$ cat config.mk
export PLATFORM = sky130hd
export DESIGN_NAME = gcode_move_line_parser_top_flat
export DESIGN_NICKNAME = d
export VERILOG_FILES = /design/src/gmlp_pkg.sv /design/src/gmlp_char_if.sv /design/src/gmlp_result_if.sv /design/src/gmlp_fifo.sv /design/src/gmlp_front.sv /design/src/gmlp_back.sv /design/src/gcode_move_line_parser_top.sv /design/src/flat_wrapper.sv
export SDC_FILE = /design/constraint.sdc
export NUM_CORES = 1
export LEC_CHECK = 0
export BUFFER_PORTS_ARGS = -buffer_cell sky130_fd_sc_hd__buf_2
export CAP_MARGIN = 20
export CORE_ASPECT_RATIO = 1.2
export CORE_MARGIN = 2
export CORE_UTILIZATION = 60
export CTS_CLUSTER_DIAMETER = 30
export CTS_CLUSTER_SIZE = 20
export DETAILED_ROUTE_END_ITERATION = 12
export PLACE_DENSITY = 0.78
export SYNTH_ARGS = -nofsm -noshare
export SYNTH_HDL_FRONTEND = slang
export SYNTH_HIERARCHICAL = 1
export SYNTH_SLANG_ARGS = --single-unit
$ cat constraint.sdc
create_clock -name clk_i -period 11.45 [get_ports clk_i]
set_input_delay 3.435 -clock clk_i [delete_from_list [all_inputs] [get_ports clk_i]]
set_output_delay 3.435 -clock clk_i [all_outputs]
set_load 0.01 [all_outputs]
$ cat src/gmlp_pkg.sv
// Shared types, constants and helper functions of the G-code move line parser.
// Used by the front, the back and the top level; depends on nothing.
package gmlp_pkg;

  localparam int FracDigits = 3;
  localparam int FracW = $clog2(FracDigits + 1);
  localparam int AccW = 32;
  localparam logic [AccW-1:0] SatMag = 32'h8000_0000;
  localparam logic [AccW-1:0] PosMax = 32'h7FFF_FFFF;
  localparam logic [3:0] CountMax = 4'd15;
  localparam int LenW = 9;

  localparam logic [3:0] DigG0 = 4'd0;
  localparam logic [3:0] DigG1 = 4'd1;
  localparam logic [3:0] DigG2 = 4'd2;
  localparam logic [3:0] DigG8 = 4'd8;

  typedef enum logic [2:0] {
    CC_OTHER,
    CC_SPACE,
    CC_G,
    CC_AXIS,
    CC_DIGIT,
    CC_SIGN,
    CC_DOT
  } char_class_e;

  typedef enum logic [3:0] {
    PH_IDLE,
    PH_G,
    PH_G01,
    PH_G2,
    PH_G28,
    PH_NUM_PRE,
    PH_NUM_SIGN,
    PH_NUM_DOT0,
    PH_NUM_INT,
    PH_NUM_FRAC,
    PH_DONE
  } scan_phase_e;

  typedef enum logic [1:0] {
    MC_NONE,
    MC_G0,
    MC_G1,
    MC_G28
  } move_code_e;

  typedef enum logic [1:0] {
    AXIS_X,
    AXIS_Y,
    AXIS_Z
  } axis_e;

  typedef struct packed {
    char_class_e cls;
    logic [3:0]  arg;
  } char_tok_t;

  typedef struct packed {
    logic             valid;
    logic [AccW-1:0]  acc;
    logic             neg;
    logic [FracW-1:0] fd;
    axis_e            axis;
  } commit_t;

  function automatic char_tok_t classify(input logic [7:0] c);
    char_tok_t t;
    t.cls = CC_OTHER;
    t.arg = '0;
    if (c >= "0" && c <= "9") begin
      t.cls = CC_DIGIT;
      t.arg = c[3:0];
    end else begin
      case (c)
        " ", 8'h09: t.cls = CC_SPACE;
        "G", "g": t.cls = CC_G;
        "X", "x": begin
          t.cls = CC_AXIS;
          t.arg = 4'(AXIS_X);
        end
        "Y", "y": begin
          t.cls = CC_AXIS;
          t.arg = 4'(AXIS_Y);
        end
        "Z", "z": begin
          t.cls = CC_AXIS;
          t.arg = 4'(AXIS_Z);
        end
        "-": begin
          t.cls = CC_SIGN;
          t.arg = 4'd1;
        end
        "+": t.cls = CC_SIGN;
        ".": t.cls = CC_DOT;
        default: t.cls = CC_OTHER;
      endcase
    end
    return t;
  endfunction

  function automatic logic [AccW-1:0] add_digit(input logic [AccW-1:0] acc,
                                                input logic [3:0] d);
    logic [AccW+3:0] m;
    m = (36'(acc) << 3) + (36'(acc) << 1) + 36'(d);
    return (m > 36'(SatMag)) ? SatMag : m[AccW-1:0];
  endfunction

  function automatic logic [AccW-1:0] scale_value(input commit_t cm);
    logic [41:0] a;
    logic [41:0] m;
    a = 42'(cm.acc);
    case (cm.fd)
      2'd0: m = (a << 10) - (a << 4) - (a << 3);
      2'd1: m = (a << 6) + (a << 5) + (a << 2);
      2'd2: m = (a << 3) + (a << 1);
      default: m = a;
    endcase
    if (cm.neg) begin
      return (m >= 42'(SatMag)) ? SatMag : AccW'(0 - m[AccW-1:0]);
    end
    return (m > 42'(PosMax)) ? PosMax : m[AccW-1:0];
  endfunction

endpackage

$ cat src/gmlp_char_if.sv
// Character channel of the G-code move line parser: valid/ready, one byte and an end-of-line flag.
// Depends on nothing.
interface gmlp_char_if;
  logic       valid;
  logic       ready;
  logic [7:0] char_in;
  logic       end_of_line;

  modport source (output valid, output char_in, output end_of_line, input ready);
  modport sink (input valid, input char_in, input end_of_line, output ready);
endinterface

$ cat src/gmlp_result_if.sv
// Result channel of the G-code move line parser: valid/ready and one line summary.
// Depends on nothing.
interface gmlp_result_if;
  logic               valid;
  logic               ready;
  logic [8:0]         matched_length;
  logic [1:0]         move_code;
  logic [3:0]         g_word_count;
  logic signed [31:0] x_value;
  logic signed [31:0] y_value;
  logic signed [31:0] z_value;
  logic [2:0]         axes_seen;

  modport source (output valid, output matched_length, output move_code,
                  output g_word_count, output x_value, output y_value,
                  output z_value, output axes_seen, input ready);
  modport sink (input valid, input matched_length, input move_code,
                input g_word_count, input x_value, input y_value,
                input z_value, input axes_seen, output ready);
endinterface

$ cat src/gmlp_fifo.sv
// Small register queue between the front and back of the parser.
// Depends on nothing.
module gmlp_fifo #(
  parameter int Width = 8,
  parameter int Depth = 4
) (
  input  logic             clk_i,
  input  logic             rst_ni,
  input  logic             push_i,
  input  logic [Width-1:0] data_i,
  input  logic             pop_i,
  output logic [Width-1:0] data_o,
  output logic             full_o,
  output logic             empty_o
);

  localparam int AW = (Depth > 1) ? $clog2(Depth) : 1;
  localparam int CW = $clog2(Depth + 1);

  logic [Width-1:0] mem_q [Depth];
  logic [AW-1:0]    wr_q, wr_d, rd_q, rd_d;
  logic [CW-1:0]    cnt_q, cnt_d;

  assign full_o  = (cnt_q == CW'(Depth));
  assign empty_o = (cnt_q == '0);
  assign data_o  = mem_q[rd_q];

  always_comb begin
    wr_d  = wr_q;
    rd_d  = rd_q;
    cnt_d = cnt_q;
    if (push_i) begin
      wr_d = (wr_q == AW'(Depth - 1)) ? '0 : wr_q + 1'b1;
    end
    if (pop_i) begin
      rd_d = (rd_q == AW'(Depth - 1)) ? '0 : rd_q + 1'b1;
    end
    if (push_i && !pop_i) begin
      cnt_d = cnt_q + 1'b1;
    end else if (pop_i && !push_i) begin
      cnt_d = cnt_q - 1'b1;
    end
  end

  always_ff @(posedge clk_i or negedge rst_ni) begin
    if (!rst_ni) begin
      wr_q  <= '0;
      rd_q  <= '0;
      cnt_q <= '0;
    end else begin
      wr_q  <= wr_d;
      rd_q  <= rd_d;
      cnt_q <= cnt_d;
    end
  end

  always_ff @(posedge clk_i) begin
    if (push_i) begin
      mem_q[wr_q] <= data_i;
    end
  end

endmodule

$ cat src/gmlp_front.sv
// Front of the parser: takes characters, counts positions and classifies them.
// Depends on gmlp_pkg and gmlp_char_if; feeds the queue.
module gmlp_front #(
  parameter int MaxLineChars = 256,
  parameter int PosW = 9,
  parameter int Width = 8
) (
  input  logic             clk_i,
  input  logic             rst_ni,
  gmlp_char_if.sink        char_i,
  input  logic             full_i,
  output logic             push_o,
  output logic [Width-1:0] data_o
);

  localparam int TokW = $bits(gmlp_pkg::char_tok_t);

  logic [PosW-1:0]     pos_q, pos_d, end_pos;
  logic                at_limit;
  gmlp_pkg::char_tok_t tok;

  assign char_i.ready = !full_i;
  assign push_o       = char_i.valid && !full_i;
  assign at_limit     = (pos_q >= PosW'(MaxLineChars));
  assign end_pos      = at_limit ? pos_q : pos_q + 1'b1;

  always_comb begin
    tok = gmlp_pkg::classify(char_i.char_in);
    if (at_limit) begin
      tok.cls = gmlp_pkg::CC_OTHER;
      tok.arg = '0;
    end
    pos_d = pos_q;
    if (push_o) begin
      pos_d = char_i.end_of_line ? '0 : end_pos;
    end
  end

  assign data_o = {char_i.end_of_line, end_pos, pos_q, TokW'(tok)};

  always_ff @(posedge clk_i or negedge rst_ni) begin
    if (!rst_ni) begin
      pos_q <= '0;
    end else begin
      pos_q <= pos_d;
    end
  end

endmodule

$ cat src/gmlp_back.sv
// Back of the parser: scanner state machine, coordinate commit stage and result register.
// Depends on gmlp_pkg and gmlp_result_if; drains the queue.
module gmlp_back #(
  parameter int PosW = 9,
  parameter int Width = 8
) (
  input  logic             clk_i,
  input  logic             rst_ni,
  input  logic             empty_i,
  input  logic [Width-1:0] data_i,
  output logic             pop_o,
  gmlp_result_if.source    res_o
);

  localparam int TokW = $bits(gmlp_pkg::char_tok_t);
  localparam int AccW = gmlp_pkg::AccW;
  localparam int LenW = gmlp_pkg::LenW;

  typedef struct packed {
    gmlp_pkg::scan_phase_e     phase;
    logic [AccW-1:0]           acc;
    logic                      neg;
    logic [gmlp_pkg::FracW-1:0] fd;
    gmlp_pkg::axis_e           axis;
    logic [PosW-1:0]           held;
    gmlp_pkg::move_code_e      pend;
    gmlp_pkg::move_code_e      code;
    logic [3:0]                cnt;
    logic [PosW-1:0]           stop;
  } scan_t;

  function automatic scan_t feed(input scan_t s, input gmlp_pkg::char_tok_t t,
                                 input logic [PosW-1:0] pos,
                                 output gmlp_pkg::commit_t cm);
    scan_t n;
    logic  redo;
    logic  add;
    logic  dig;
    n    = s;
    redo = 1'b0;
    add  = 1'b0;
    dig  = (t.cls == gmlp_pkg::CC_DIGIT);
    cm   = gmlp_pkg::commit_t'('0);
    case (s.phase)
      gmlp_pkg::PH_IDLE: redo = 1'b1;
      gmlp_pkg::PH_G: begin
        n.held = pos;
        if (dig && t.arg == gmlp_pkg::DigG0) begin
          n.pend  = gmlp_pkg::MC_G0;
          n.phase = gmlp_pkg::PH_G01;
        end else if (dig && t.arg == gmlp_pkg::DigG1) begin
          n.pend  = gmlp_pkg::MC_G1;
          n.phase = gmlp_pkg::PH_G01;
        end else if (dig && t.arg == gmlp_pkg::DigG2) begin
          n.phase = gmlp_pkg::PH_G2;
        end else begin
          n.phase = gmlp_pkg::PH_IDLE;
          redo    = 1'b1;
        end
      end
      gmlp_pkg::PH_G01, gmlp_pkg::PH_G28: begin
        if (dig) begin
          n.stop  = s.held;
          n.phase = gmlp_pkg::PH_DONE;
        end else begin
          n.code  = (s.phase == gmlp_pkg::PH_G28) ? gmlp_pkg::MC_G28 : s.pend;
          n.cnt   = (s.cnt == gmlp_pkg::CountMax) ? s.cnt : s.cnt + 1'b1;
          n.phase = gmlp_pkg::PH_IDLE;
          redo    = 1'b1;
        end
      end
      gmlp_pkg::PH_G2: begin
        if (dig && t.arg == gmlp_pkg::DigG8) begin
          n.phase = gmlp_pkg::PH_G28;
        end else begin
          n.stop  = s.held;
          n.phase = gmlp_pkg::PH_DONE;
        end
      end
      gmlp_pkg::PH_NUM_PRE: begin
        if (t.cls == gmlp_pkg::CC_SPACE) begin
          n.phase = s.phase;
        end else if (t.cls == gmlp_pkg::CC_SIGN) begin
          n.held  = pos;
          n.neg   = t.arg[0];
          n.phase = gmlp_pkg::PH_NUM_SIGN;
        end else if (t.cls == gmlp_pkg::CC_DOT) begin
          n.held  = pos;
          n.phase = gmlp_pkg::PH_NUM_DOT0;
        end else if (dig) begin
          add     = 1'b1;
          n.phase = gmlp_pkg::PH_NUM_INT;
        end else begin
          n.phase = gmlp_pkg::PH_IDLE;
          redo    = 1'b1;
        end
      end
      gmlp_pkg::PH_NUM_SIGN: begin
        if (dig) begin
          add     = 1'b1;
          n.phase = gmlp_pkg::PH_NUM_INT;
        end else if (t.cls == gmlp_pkg::CC_DOT) begin
          n.phase = gmlp_pkg::PH_NUM_DOT0;
        end else begin
          n.stop  = s.held;
          n.phase = gmlp_pkg::PH_DONE;
        end
      end
      gmlp_pkg::PH_NUM_DOT0, gmlp_pkg::PH_NUM_INT, gmlp_pkg::PH_NUM_FRAC: begin
        if (dig && s.phase == gmlp_pkg::PH_NUM_INT) begin
          add = 1'b1;
        end else if (dig) begin
          n.phase = gmlp_pkg::PH_NUM_FRAC;
          if (s.fd < gmlp_pkg::FracW'(gmlp_pkg::FracDigits)) begin
            add  = 1'b1;
            n.fd = s.fd + 1'b1;
          end
        end else if (s.phase == gmlp_pkg::PH_NUM_DOT0) begin
          n.stop  = s.held;
          n.phase = gmlp_pkg::PH_DONE;
        end else if (s.phase == gmlp_pkg::PH_NUM_INT &&
                     t.cls == gmlp_pkg::CC_DOT) begin
          n.phase = gmlp_pkg::PH_NUM_FRAC;
        end else begin
          cm.valid = 1'b1;
          cm.acc   = s.acc;
          cm.neg   = s.neg;
          cm.fd    = s.fd;
          cm.axis  = s.axis;
          n.phase  = gmlp_pkg::PH_IDLE;
          redo     = 1'b1;
        end
      end
      default: n.phase = s.phase;
    endcase
    if (add) begin
      n.acc = gmlp_pkg::add_digit(s.acc, t.arg);
    end
    if (redo) begin
      case (t.cls)
        gmlp_pkg::CC_SPACE: n.phase = gmlp_pkg::PH_IDLE;
        gmlp_pkg::CC_G: n.phase = gmlp_pkg::PH_G;
        gmlp_pkg::CC_AXIS: begin
          n.axis  = gmlp_pkg::axis_e'(t.arg[1:0]);
          n.acc   = '0;
          n.neg   = 1'b0;
          n.fd    = '0;
          n.phase = gmlp_pkg::PH_NUM_PRE;
        end
        default: begin
          n.stop  = pos;
          n.phase = gmlp_pkg::PH_DONE;
        end
      endcase
    end
    return n;
  endfunction

  gmlp_pkg::char_tok_t tok, end_tok;
  logic [PosW-1:0]     pos, end_pos;
  logic                eol, en, pop;
  scan_t               s_q, s_d, s_a, s_b;
  gmlp_pkg::commit_t   cm_a, cm_b, cm_d;
  logic [PosW+LenW-1:0] stop_ext;

  logic                 p_valid_q, p_eol_q;
  gmlp_pkg::commit_t    p_cm_q;
  logic [LenW-1:0]      p_len_q;
  gmlp_pkg::move_code_e p_code_q;
  logic [3:0]           p_cnt_q;

  logic [AccW-1:0] x_q, y_q, z_q, x_d, y_d, z_d, value;
  logic [2:0]      flags_q, flags_d;
  logic            out_valid_q, load;
  logic [AccW-1:0] ox_q, oy_q, oz_q;
  logic [2:0]      oflags_q;
  logic [LenW-1:0] olen_q;
  logic [1:0]      ocode_q;
  logic [3:0]      ocnt_q;

  assign tok     = gmlp_pkg::char_tok_t'(data_i[TokW-1:0]);
  assign pos     = data_i[TokW +: PosW];
  assign end_pos = data_i[TokW+PosW +: PosW];
  assign eol     = data_i[Width-1];
  assign end_tok = '{cls: gmlp_pkg::CC_OTHER, arg: 4'd0};

  assign en    = !out_valid_q || res_o.ready;
  assign pop   = en && !empty_i;
  assign pop_o = pop;

  always_comb begin
    s_a = feed(s_q, tok, pos, cm_a);
    cm_b = gmlp_pkg::commit_t'('0);
    s_b = s_a;
    if (eol && s_a.phase != gmlp_pkg::PH_DONE) begin
      s_b = feed(s_a, end_tok, end_pos, cm_b);
    end
    cm_d = cm_a.valid ? cm_a : cm_b;
    s_d  = s_q;
    if (pop) begin
      s_d = eol ? scan_t'('0) : s_b;
    end
    stop_ext = (PosW+LenW)'(s_b.stop);
  end

  always_ff @(posedge clk_i or negedge rst_ni) begin
    if (!rst_ni) begin
      s_q       <= scan_t'('0);
      p_valid_q <= 1'b0;
    end else begin
      s_q <= s_d;
      if (en) begin
        p_valid_q <= pop;
      end
    end
  end

  always_ff @(posedge clk_i) begin
    if (pop) begin
      p_eol_q  <= eol;
      p_cm_q   <= cm_d;
      p_len_q  <= (s_b.cnt == '0) ? '0 : stop_ext[LenW-1:0];
      p_code_q <= s_b.code;
      p_cnt_q  <= s_b.cnt;
    end
  end

  assign value = gmlp_pkg::scale_value(p_cm_q);
  assign load  = en && p_valid_q && p_eol_q;

  always_comb begin
    x_d     = x_q;
    y_d     = y_q;
    z_d     = z_q;
    flags_d = flags_q;
    if (p_cm_q.valid) begin
      case (p_cm_q.axis)
        gmlp_pkg::AXIS_X: x_d = value;
        gmlp_pkg::AXIS_Y: y_d = value;
        default: z_d = value;
      endcase
      flags_d = flags_q | (3'b001 << p_cm_q.axis);
    end
  end

  always_ff @(posedge clk_i or negedge rst_ni) begin
    if (!rst_ni) begin
      x_q         <= '0;
      y_q         <= '0;
      z_q         <= '0;
      flags_q     <= '0;
      out_valid_q <= 1'b0;
    end else begin
      if (en && p_valid_q) begin
        if (p_eol_q) begin
          x_q     <= '0;
          y_q     <= '0;
          z_q     <= '0;
          flags_q <= '0;
        end else begin
          x_q     <= x_d;
          y_q     <= y_d;
          z_q     <= z_d;
          flags_q <= flags_d;
        end
      end
      if (en) begin
        out_valid_q <= load;
      end
    end
  end

  always_ff @(posedge clk_i) begin
    if (load) begin
      ox_q     <= x_d;
      oy_q     <= y_d;
      oz_q     <= z_d;
      oflags_q <= flags_d;
      olen_q   <= p_len_q;
      ocode_q  <= 2'(p_code_q);
      ocnt_q   <= p_cnt_q;
    end
  end

  assign res_o.valid          = out_valid_q;
  assign res_o.matched_length = olen_q;
  assign res_o.move_code      = ocode_q;
  assign res_o.g_word_count   = ocnt_q;
  assign res_o.x_value        = ox_q;
  assign res_o.y_value        = oy_q;
  assign res_o.z_value        = oz_q;
  assign res_o.axes_seen      = oflags_q;

endmodule

$ cat src/gcode_move_line_parser_top.sv
// Top level of the G-code move line parser: front, queue and back joined.
// Depends on gmlp_pkg, gmlp_char_if, gmlp_result_if, gmlp_front, gmlp_fifo and gmlp_back.

// The parser takes one character per cycle while the queue has room and sends one
// summary when the character marked as the end of the line has been scanned. It
// recognizes G0, G1, G28 and X, Y, Z words, with the coordinates returned in signed
// thousandths. A character passes the queue, the scanner stage and the commit stage,
// each a register, before the summary of its line is sent. The scanner takes one
// queued character every cycle, so input runs at a steady one character per cycle
// while the result channel keeps up; a stalled result holds the back, and the queue
// of QueueDepth entries absorbs input until it fills.
module gcode_move_line_parser_top #(
  parameter int MaxLineChars = 256,
  parameter int QueueDepth = 4
) (
  input  logic          clk_i,
  input  logic          rst_ni,
  gmlp_char_if.sink     char_i,
  gmlp_result_if.source result_o
);

  localparam int PosW = $clog2(MaxLineChars + 1);
  localparam int Width = $bits(gmlp_pkg::char_tok_t) + 2 * PosW + 1;

  logic             push, pop, full, empty;
  logic [Width-1:0] push_data, pop_data;

  gmlp_front #(
    .MaxLineChars(MaxLineChars),
    .PosW(PosW),
    .Width(Width)
  ) u_front (
    .clk_i(clk_i),
    .rst_ni(rst_ni),
    .char_i(char_i),
    .full_i(full),
    .push_o(push),
    .data_o(push_data)
  );

  gmlp_fifo #(
    .Width(Width),
    .Depth(QueueDepth)
  ) u_fifo (
    .clk_i(clk_i),
    .rst_ni(rst_ni),
    .push_i(push),
    .data_i(push_data),
    .pop_i(pop),
    .data_o(pop_data),
    .full_o(full),
    .empty_o(empty)
  );

  gmlp_back #(
    .PosW(PosW),
    .Width(Width)
  ) u_back (
    .clk_i(clk_i),
    .rst_ni(rst_ni),
    .empty_i(empty),
    .data_i(pop_data),
    .pop_o(pop),
    .res_o(result_o)
  );

  a_len_needs_code : assert property (@(posedge clk_i) disable iff (!rst_ni)
    result_o.valid && result_o.g_word_count == 4'd0 |-> result_o.matched_length == '0)
    else $error("Stop position reported for a line without G words.");

  a_code_matches_count : assert property (@(posedge clk_i) disable iff (!rst_ni)
    result_o.valid |->
      ((result_o.g_word_count == 4'd0) == (result_o.move_code == 2'(gmlp_pkg::MC_NONE))))
    else $error("Move code and G word count disagree.");

  a_absent_axes_zero : assert property (@(posedge clk_i) disable iff (!rst_ni)
    result_o.valid |->
      (result_o.axes_seen[0] || result_o.x_value == '0) &&
      (result_o.axes_seen[1] || result_o.y_value == '0) &&
      (result_o.axes_seen[2] || result_o.z_value == '0))
    else $error("Coordinate of an absent axis is not zero.");

  a_no_pop_when_empty : assert property (@(posedge clk_i) disable iff (!rst_ni)
    empty |-> !pop)
    else $error("Queue read while empty.");

endmodule
$ cat src/flat_wrapper.sv
// flat-port wrapper written by rule: the top's interface ports become plain ports
module gcode_move_line_parser_top_flat 
#(
  parameter int MaxLineChars = 256,
  parameter int QueueDepth = 4
)
  (clk_i, rst_ni, char_i_valid, char_i_char_in, char_i_end_of_line, char_i_ready, result_o_valid, result_o_matched_length, result_o_move_code, result_o_g_word_count, result_o_x_value, result_o_y_value, result_o_z_value, result_o_axes_seen, result_o_ready);
  gmlp_char_if char_i_i ();
  gmlp_result_if result_o_i ();
  input  logic clk_i;
  input  logic rst_ni;
  input wire logic [$bits(char_i_i.valid)-1:0] char_i_valid;
  input wire logic [$bits(char_i_i.char_in)-1:0] char_i_char_in;
  input wire logic [$bits(char_i_i.end_of_line)-1:0] char_i_end_of_line;
  output wire logic [$bits(char_i_i.ready)-1:0] char_i_ready;
  output wire logic [$bits(result_o_i.valid)-1:0] result_o_valid;
  output wire logic [$bits(result_o_i.matched_length)-1:0] result_o_matched_length;
  output wire logic [$bits(result_o_i.move_code)-1:0] result_o_move_code;
  output wire logic [$bits(result_o_i.g_word_count)-1:0] result_o_g_word_count;
  output wire logic [$bits(result_o_i.x_value)-1:0] result_o_x_value;
  output wire logic [$bits(result_o_i.y_value)-1:0] result_o_y_value;
  output wire logic [$bits(result_o_i.z_value)-1:0] result_o_z_value;
  output wire logic [$bits(result_o_i.axes_seen)-1:0] result_o_axes_seen;
  input wire logic [$bits(result_o_i.ready)-1:0] result_o_ready;
  assign char_i_i.valid = char_i_valid;
  assign char_i_i.char_in = char_i_char_in;
  assign char_i_i.end_of_line = char_i_end_of_line;
  assign char_i_ready = char_i_i.ready;
  assign result_o_valid = result_o_i.valid;
  assign result_o_matched_length = result_o_i.matched_length;
  assign result_o_move_code = result_o_i.move_code;
  assign result_o_g_word_count = result_o_i.g_word_count;
  assign result_o_x_value = result_o_i.x_value;
  assign result_o_y_value = result_o_i.y_value;
  assign result_o_z_value = result_o_i.z_value;
  assign result_o_axes_seen = result_o_i.axes_seen;
  assign result_o_i.ready = result_o_ready;
  gcode_move_line_parser_top #(.MaxLineChars(MaxLineChars), .QueueDepth(QueueDepth)) u_core (.clk_i(clk_i), .rst_ni(rst_ni), .char_i(char_i_i), .result_o(result_o_i));
endmodule
# After elaboration in Yosys (flattened, before gate mapping)
# Memories as Yosys holds them, arrays and structs flattened.
# Index checks and enable logic that the tools add are counted.
[totals]
n_memories = 1
mem_bits_rw = 104
register_bits = 352
input_bits = 13
[classes]
n_mux = 125
n_eq_ne = 49
n_shift = 1
magnitude_cmp = 8
bitwise = 1
reduce_logical = 43
n_addsub = 17
[mem_list]
columns = ["memory", "depth", "word_bits", "read_ports", "rd_clocked_by_memory_dff", "wr", "line_no", "text"]
rows = [
  ["u_core.u_fifo.mem_q", 4, 26, 1, 0, 1, "gmlp_fifo.sv:20", "logic [Width-1:0] mem_q [Depth];"],
]
[op_table]
columns = ["operator", "count"]
rows = [
  ["32-bit two-way mux", 17],
  ["38-bit two-way mux", 8],
  ["9-bit two-way mux", 17],
  ["67-bit two-way mux", 2],
  ["42-bit one-hot mux with 3 select lines", 1],
  ["35-bit by 33-bit adder with 36-bit output", 3],
  ["41-bit two-way mux", 2],
  ["37-bit two-way mux", 2],
  ["36-bit by 32-bit > comparator with 1-bit output, second input constant", 2],
  ["8-bit by 7-bit == test with 1-bit output, second input constant", 8],
  ["4-bit two-way mux", 16],
  ["42-bit by 32-bit greater-or-equal comparator with 1-bit output, second input constant", 1],
  ["42-bit by 31-bit > comparator with 1-bit output, second input constant", 1],
  ["42-bit by 35-bit subtractor with 42-bit output", 1],
  ["42-bit by 36-bit subtractor with 42-bit output", 1],
  ["39-bit by 34-bit adder with 40-bit output", 1],
  ["38-bit by 37-bit adder with 39-bit output", 1],
  ["36-bit by 4-bit adder with 36-bit output", 1],
  ["9-bit one-hot mux with 2 select lines", 2],
  ["9-bit one-hot mux with 4 select lines", 1],
  ["4-bit by 3-bit == test with 1-bit output, second input constant", 8],
  ["8-bit by 6-bit == test with 1-bit output, second input constant", 4],
  ["1-bit by 32-bit subtractor with 32-bit output, first input constant", 1],
  ["4-bit == test, second input constant", 7],
  ["44 further kinds", 136],
]

# Logic depth before layout (Yosys ltp)
# Gate-level depths: netlist of the first run.
# An unclocked memory read counts as a cell.
[depth]
ltp_word = 17
depth_mapped = 20

# Cells and area by module
# The synthesis of the first run kept the hierarchy.
[by_module_without_submodules]
columns = ["mod", "area_each_um2", "cells_each", "n_inst"]
rows = [
  ["gmlp_back", 25971.2, 2924, 1],
  ["gmlp_fifo", 4216.5, 173, 1],
  ["gmlp_front", 902.1, 112, 1],
]

# Least setup slack after synthesis of the first run
# OpenSTA, ideal clock, no wires.
[synth_path]
path_kind = "input-to-reg"
from = "input result_o_ready"
to = "register u_core.u_fifo.cnt_q[1]"
setup_slack_ns = 4.538
required_time_ns = 11.325
t_arrival_ns = 6.787
cell_stages = 10
path_buffers = 2
path_cell_list = "nand2b_1 > nand2b_1 > clkbuf_1 > inv_1 > clkbuf_1 > inv_1 > ha_1 > inv_1 > fa_1 > mux2_2"
[synth_via]
elab_chain_len = 5
word_cells_on_any_way = 7
classes_between = "mux: 1; reduce/logical: 6"
[synth_rtl]
columns = ["item", "line_no", "text"]
rows = [
  ["from (decl)", "flat_wrapper.sv:24", "input wire logic [$bits(result_o_i.ready)-1:0] result_o_ready;"],
  ["1-bit logical OR", "gmlp_back.sv:187", "assign en = !out_valid_q || res_o.ready;"],
  ["1-bit logical AND", "gmlp_back.sv:188", "assign pop = en && !empty_i;"],
  ["net u_core.pop", "gcode_move_line_parser_top.sv:25", "logic push, pop, full, empty;"],
  ["1-bit zero test", "gmlp_fifo.sv:38", "if (push_i && !pop_i) begin"],
  ["1-bit logical AND", "gmlp_fifo.sv:38", ""],
  ["3-bit two-way mux", "gmlp_fifo.sv:38", ""],
  ["net u_core.u_fifo.cnt_d[1]", "gmlp_fifo.sv:22", "logic [CW-1:0] cnt_q, cnt_d;"],
  ["to (signal assigned)", "gmlp_fifo.sv:53", "cnt_q <= cnt_d;"],
  ["to (decl)", "gmlp_fifo.sv:22", ""],
]
# The timed path passes the listed nets, and every way through them passes these cells.
# A chain may end at the register's enable or synchronous reset.

==> results of run 1 <==
-- cell type report --
type                            instances  area (um2)  share of cell area, %
Tap cell                              697         872                   2.50
Clock buffer                           87        1950                   5.60
Multi-Input combinational cell       2470       17200                   49.3
Inverter                              116         438                   1.26
Timing Repair Buffer                  169         985                   2.82
Clock inverter                         51         656                   1.88
Sequential cell                       456       12800                   36.6
-- flip-flops by register name, indices dropped and copies added, names as in the netlist, 32 cells and up --
name                         count
u_core/u_back/z_q               32
u_core/u_back/p_cm_q            38
u_core/u_fifo/mem_q            104
u_core/u_back/res_o.y_value     32
u_core/u_back/s_q               67
u_core/u_back/res_o.x_value     32
u_core/u_back/x_q               32
u_core/u_back/y_q               32
u_core/u_back/res_o.z_value     32
-- routing by layer --
layer / GRT usage, % / routed length [um] / up-vias / share of wire [%]
met5: 0 / 0 / - / 0
met4: 16.3 / 4180 / 0 / 4.6
met3: 5.47 / 6600 / 272 / 7.2
met2: 57.4 / 44900 / 1347 / 49
met1: 42.8 / 35600 / 13000 / 39
li1: - / - / 12200 / -
-- cells in the mapped netlist, types with 12 or more instances --
library cell	instances	area share [%]
mux2i_1	48	1.5
o31ai_1	39	0.94
o21ai_0	333	5.4
ha_1	190	7.6
a21boi_0	12	0.29
o211ai_1	33	0.80
a21oi_1	215	3.5
o21a_1	18	0.43
nand4_1	46	0.93
xor2_1	42	1.2
fa_1	58	3.7
nor3b_1	21	0.51
dfrtp_1	184	15
a21o_1	65	1.6
o21bai_1	19	0.46
nor2b_1	20	0.40
nor2_1	191	2.3
a32oi_1	13	0.37
xnor2_1	59	1.7
nor4_1	20	0.40
or3_1	20	0.40
a22oi_1	15	0.36
mux4_2	23	1.7
edfxtp_1	272	26
o21ai_1	16	0.26
nand2b_1	31	0.62
buf_2	18	0.29
a211oi_1	29	0.70
nor3_1	45	0.72
a31oi_1	35	0.70
o22ai_1	22	0.44
inv_1	113	1.4
and3_1	24	0.48
mux2_2	16	0.58
nand3_1	64	1.0
a22o_1	22	0.62
a41oi_1	19	0.54
and2_1	28	0.56
clkbuf_1	134	1.6
nand2_1	412	5.0
-- logic make-up (layout without fill, tap and decap cells) --
| family | Yosys count | in the layout | synth area share (%) |
|---|---|---|---|
| compound gates | 1033 | 1033 | 21.2 |
| xor+xnor | 101 | 101 | 2.85 |
| fa+ha+maj | 248 | 248 | 11.4 |
| buf+inv | 283 | 423 | 3.70 |
| flops | 456 | 456 | 41.1 |
| mux | 96 | 96 | 4.52 |
| simple gates | 992 | 992 | 15.3 |
-- metrics by stage --
| step | cell area, um2 | cells | worst slack, ns |
|---|---|---|---|
| floorplan | 31100 | 3209 | 4.54 |
| global placement | 32200 | 3904 | 4.87 |
| detailed placement | 32200 | 3905 | 4.59 |
| CTS | 34800 | 4043 | 4.56 |
| global route | 34900 | 4046 | 4.06 |
| finish | 34900 | 4046 | 4.47 |
-- worst max path at each step --
stage / cells after the start / slack [ns] / to / start
final: 15 / 4.47 / u_core/u_back/p_cm_q[29]$_DFFE_PP_ / u_core/u_fifo/rd_q[0]$_DFFE_PN0P_
after global routing: 15 / 4.06 / u_core/u_back/p_cm_q[23]$_DFFE_PP_ / u_core/u_fifo/rd_q[0]$_DFFE_PN0P_
after CTS: 15 / 4.56 / u_core/u_back/p_cm_q[29]$_DFFE_PP_ / u_core/u_fifo/rd_q[0]$_DFFE_PN0P_
after detailed placement: 15 / 4.59 / u_core/u_back/p_cm_q[29]$_DFFE_PP_ / u_core/u_fifo/rd_q[0]$_DFFE_PN0P_
after global placement: 15 / 4.87 / u_core/u_back/p_cm_q[5]$_DFFE_PP_ / u_core/u_fifo/rd_q[0]$_DFFE_PN0P_
after floorplan: 10 / 4.54 / u_core/u_fifo/cnt_q[1]$_DFFE_PN0P_ / result_o_ready
-- critical path: cells and delay by family, from the launching register on --
kind	cells	cell delay (ns)
AO/OA/AOI/OAI	9	3.33
adder cells (fa/ha/maj)	2	1.04
AND/OR/NAND/NOR	2	0.96
multiplexers	1	0.65
buffers and inverters	1	0.45
flip-flops	1	0.33
==> flow_summary_export.csv, run 1 <==
group,metric,value,unit
run_status,outcome,"finished, final reports clean",
sta,setup_viol,0,
placed_design,port_buffers,128,
setup_path,worstPathRequired,11.85,ns
sta,finalMaxSlewViolations,0,
layout,final_common_cell,"nand2_1",
hold_path,hold_path.class,"flip-flop to flip-flop",
global_routing,grt_pass1_vias,26300,
hold_path,holdPathStages,0,
setup_path,startpoint_type,"flip-flop",
route,post-route-drc-count,0,
layout,layout-drive-gt1-share,11.1,%
setup_path,critPathKind,"flip-flop to flip-flop",
cts,cts_hold_buf,0,
setup_path,r2r_start,"u_core/u_fifo/rd_q[0]$_DFFE_PN0P_",
sta,fmax,0.143,GHz
synth,synth_warnings,6,
global_routing,antenna_found_initial,0,
layout,final_util,67.9,%
layout,fill_cells,3828,
setup_path,r2r-end,"u_core/u_back/p_cm_q[29]$_DFFE_PP_",
sta,final.min_clock_period,6.98,ns
setup_path,arrival,7.38,ns
synth,ys_seq_elements,456,
hold_path,hold_start,"u_core/u_back/p_len_q[0]$_SDFFCE_PN0P_",
setup_path,crit_chain,"buf_4 > mux4_2 > fa_1 > fa_1 > a21o_1 > a21oi_1 > o211a_1 > o211ai_1 > a311oi_1 > o21ai_0 > nand3_1 > o211ai_1 > a2111oi_1 > nand3_1 > o21ai_0",
synth,synth_cell_type_count,94,
die,die_height,253,um
global_routing,grt_max_degree,86,
synth,avgSynthCellArea,9.69,um2
die,start_util,60.5,%
sta,skew,0.0260,ns
route,wl_per_cell,22.6,um
synth,synth-async-reset-ratio,40.4,%
run,drv_cap,0,
layout,final_cell_mix,"412 x nand2_1, 330 x o21ai_0, 272 x edfxtp_1",
sta,holdWs,0.414,ns
sta,slew_headroom,23.8,%
synth,synth_edf_count,272,
die,io_pins,129,
sta,rsz0062_at_grt,"false",
setup_path,crit_fanout,29,
die,fp-row-count,91,
cts,cts_tree,"yes",
synth,synth_flop_cell,"edfxtp_1",
die,core,51400,um2
placed_design,hpwl,65.3,mm
setup_path,cp_slowest_cell,"a2111oi_1",
global_routing,grtUsageTotal,34.0,%
route,first_iter_violations,3048,
cts,cts.repair.resized,0,
layout,n_antenna_cell,0,
cts,cts_buffers,74,
synth,synth_area,31100,um2
setup_path,r2r_cells,15,
synth,syn_inst,3209,
layout,area_delta_synth_final,12.2,%
cts,clock_path_buffers,3,
cts,cts.clk_slew.worst_paths,0.06,ns
global_routing,overflow,0,
setup_path,end_kind,"flip-flop",
global_routing,grt_pass1_wl,143,mm
cts,post-cts-setup-buffers,0,
cts,cts_root_buffer,"clkbuf_16",
setup_path,slowest_delay,0.90,ns
cts,clock_sinks,456,
setup_path,rrSetupSlack,4.47,ns
sta,fin_crit_sh,61.0,%
route,vias,26800,
route,first_pass_iters,6,
hold_path,min_to,"u_core/u_back/res_o.matched_length[0]$_DFFE_PP_",
die,dieWidth,212,um
cts,h-tree-depth,3,
route,wl,91.3,mm
die,die_area,53700,um2
route,vias_per_cell,6.64,
sta,finalHoldViolCount,0,
route,ant_nets,0,
cts,clk_latency,0.62,ns
synth,synth-seq-area-share,41.1,%
layout,nets,3548,
sta,tns,0,ns
sta,worstMarginPinSlew,1.13,ns
placed_design,gp_congestion,1.01,
synth,syn_nets,3470,
Power of run 1 is not shown: default switching activity piles up to over one toggle a cycle in this logic, so the estimate is an artifact.
==> run 2: changes to the inputs <==
--- a/config.mk
+++ b/config.mk
@@ -5,6 +5,7 @@
 export SDC_FILE = /design/constraint.sdc
 export NUM_CORES = 1
 export LEC_CHECK = 0
+export ABC_AREA = 1
 export BUFFER_PORTS_ARGS = -buffer_cell sky130_fd_sc_hd__buf_2
 export CAP_MARGIN = 20
 export CORE_ASPECT_RATIO = 1.2
==> constraint.sdc (replaced) <==
create_clock -name clk_i -period 6.7 [get_ports clk_i]
set_input_delay 2.01 -clock clk_i [delete_from_list [all_inputs] [get_ports clk_i]]
set_output_delay 2.01 -clock clk_i [all_outputs]
set_load 0.01 [all_outputs]
==> run 2 against run 1 <==
Compared with the run above:
- non-clock buffer count decreased by 12
- sequential share of layout area decreased by 4.4 points
- cell area increased by 14%
- global-route usage increased by 1.5 points
- critical path type unchanged
- largest cell class unchanged
- highest routed layer unchanged
==> flow_summary_export.csv, run 2 <==
group,metric,value,unit
cts,cts.repair.resized,0,
sta,fmax,0.175,GHz
setup_path,arrival,6.14,ns
placed_design,dp_slack,1.16,ns
sta,tns,0,ns
run,drv_cap,0,
run_status,outcome,"finished, final reports clean",
cts,post-cts-setup-buffers,0,
die,die_area,60900,um2
synth,synthTopCellsByArea,"edfxtp_1 23%, nand2_1 17%, dfrtp_1 13%",
hold_path,hold_path.class,"flip-flop to flip-flop",
layout,area_delta_synth_final,12.1,%
synth,synth_area,35400,um2
placed_design,port_buffers,128,
route,wl,107,mm
setup_path,critPathKind,"flip-flop to flip-flop",
route,vias_per_cell,5.61,
route,first_pass_iters,6,
cts,h-tree-depth,3,
layout,regMostFlops,"u_core/u_fifo/mem_q",
synth,synth_cell_type_count,64,
synth,synth-seq-area-share,36.1,%
synth,synth_edf_count,272,
layout,design_area,39600,um2
placed_design,hpwl,78.7,mm
cts,cts.clk_slew.worst_paths,0.06,ns
synth,ys_top_cells_by_count,"1591 x nand2_1, 806 x inv_1, 469 x nand3_1",
cts,clock_sinks,456,
die,io_pins,129,
layout,nets,5360,
global_routing,grt_pass1_vias,32100,
layout,n_antenna_cell,0,
cts,cts_hold_buf,0,
layout,largest_reg_flops,104,
cts,cts_buffers,80,
die,die_height,270,um
layout,layout-drive-gt1-share,9.87,%
global_routing,grtUsageTotal,35.5,%
placed_design,gp_congestion,1.00,
route,ant_nets,0,
layout,final_cell_mix,"1590 x nand2_1, 805 x inv_1, 469 x nand3_1",
sta,setup_viol,0,
sta,fin_crit_sh,85.1,%
setup_path,crit_fanout,40,
setup_path,worstPathRequired,7.14,ns
sta,worst_slack,0.998,ns
cts,clock_path_buffers,3,
placed_design,place_area,36800,um2
synth,syn_inst,4974,
setup_path,startpoint_type,"flip-flop",
layout,largest_registers,"u_core/u_fifo/mem_q (104), u_core/u_back/s_q (67), u_core/u_back/p_cm_q (38)",
die,start_util,60.6,%
synth,synth_warnings,6,
sta,worstMarginPinSlew,0.948,ns
synth,synth_flop_cell,"edfxtp_1",
cts,clk_latency,0.63,ns
synth,synth-async-reset-ratio,40.4,%
layout,final_common_cell,"nand2_1",
layout,fill_cells,5017,
synth,yosysMostFrequentCell,"nand2_1",
sta,final.min_clock_period,5.70,ns
route,wl_per_cell,18.0,um
sta,rsz0062_at_grt,"false",
sta,slew_headroom,36.8,%
global_routing,grt_max_degree,96,
synth,synth_top_area_share,23.1,%
sta,finalMaxSlewViolations,0,
synth,avgSynthCellArea,7.11,um2
synth,syn_nets,5235,
global_routing,overflow,0,
cts,cts_root_buffer,"clkbuf_16",
sta,skew,0.0625,ns
global_routing,antenna_found_initial,0,
route,first_iter_violations,2954,
die,fp-row-count,97,
die,dieWidth,226,um
setup_path,rrSetupSlack,1.0,ns
global_routing,grt_pass1_wl,170,mm
sta,holdWs,0.420,ns
synth,ys_seq_elements,456,
die,core,58400,um2
synth,post-synth-top-area-cell,"edfxtp_1",
route,post-route-drc-count,0,
setup_path,end_kind,"flip-flop",
cts,cts_tree,"yes",
route,vias,33400,
sta,finalHoldViolCount,0,
[run 2: cell count changes after synthesis, moves of 86 or more]
cell	before	now
nand2_1	412	1591
inv_1	113	806
nand3_1	64	469
nor2_1	191	368
o21ai_0	333	223
or2_2	9	95
[run 2: worst paths after layout]
kind / from / to / cells after the start
max: u_core/u_fifo/rd_q[0]$_DFFE_PN0P_ / u_core/u_back/p_cm_q[18]$_DFFE_PP_ / 21
min: u_core/u_back/p_len_q[2]$_SDFFCE_PN0P_ / u_core/u_back/res_o.matched_length[2]$_DFFE_PP_ / 0
max reg2reg: u_core/u_fifo/rd_q[0]$_DFFE_PN0P_ / u_core/u_back/p_cm_q[18]$_DFFE_PP_ / 21
min reg2reg: u_core/u_back/p_len_q[2]$_SDFFCE_PN0P_ / u_core/u_back/res_o.matched_length[2]$_DFFE_PP_ / 0
max in group asynchronous: rst_ni / u_core/u_back/z_q[18]$_DFFE_PN0P_ / 2
min in group asynchronous: rst_ni / u_core/u_back/s_q[48]$_DFFE_PN0P_ / 1
[run 2: cells by family (layout without fill, tap and decap cells)]
logic type	count (synthesis)	in the layout	share of synthesized area (%)
DFF	456	456	36.1
adders and majority gates	248	248	10.0
AOI/OAI and AO/OA	555	555	9.48
xor gates and xnor gates	38	38	0.963
and+or+nand+nor	2732	2732	33.0
muxes	1	1	0.0318
buffers and inverters	944	1136	10.4
[run 2: worst max-delay path, cell delays in order, from the launching register on]
cell,delay (ns)
dfrtp_1,0.39
clkinv_2,0.50
nand2_1,0.31
o211ai_2,0.12
nand2_1,0.14
nor2_1,0.07
nand2_1,0.46
nand3_2,0.20
nor2_4,0.11
buf_4,0.35
inv_2,0.17
o2111ai_4,0.15
nand3_4,0.42
nand2_1,0.26
inv_2,0.08
nand2_1,0.08
inv_2,0.06
a21boi_4,0.48
nand3_2,0.32
inv_2,0.55
nand3_1,0.18
nand2_1,0.11
[run 2: cell type report]
| type | instances | area [um2] | share of cell area, % |
|---|---|---|---|
| clock inverters | 56 | 748 | 1.89 |
| repair buffers | 157 | 900 | 2.27 |
| well taps | 792 | 991 | 2.50 |
| clock buffers | 93 | 2120 | 5.35 |
| multi-input cells | 3574 | 19000 | 47.9 |
| flip-flops and latches | 456 | 12800 | 32.2 |
| inverters | 830 | 3120 | 7.87 |
[run 2: metal layers]
metal	up-vias	routed length [um]	track usage, %
met5	-	0	0
li1	16300	-	-
met1	15300	43200	45.5
met3	310	7040	3.62
met2	1454	50600	58.8
met4	0	6190	19.8
[run 2: per-stage QoR]
stage	utilization, %	instances
global placement	62.9	5808
floorplan	-	4974
global route	67.9	5958
CTS	67.9	5958
detailed placement	63.0	5809
finish	67.9	5958
Power of run 2 is left out for the same reason.
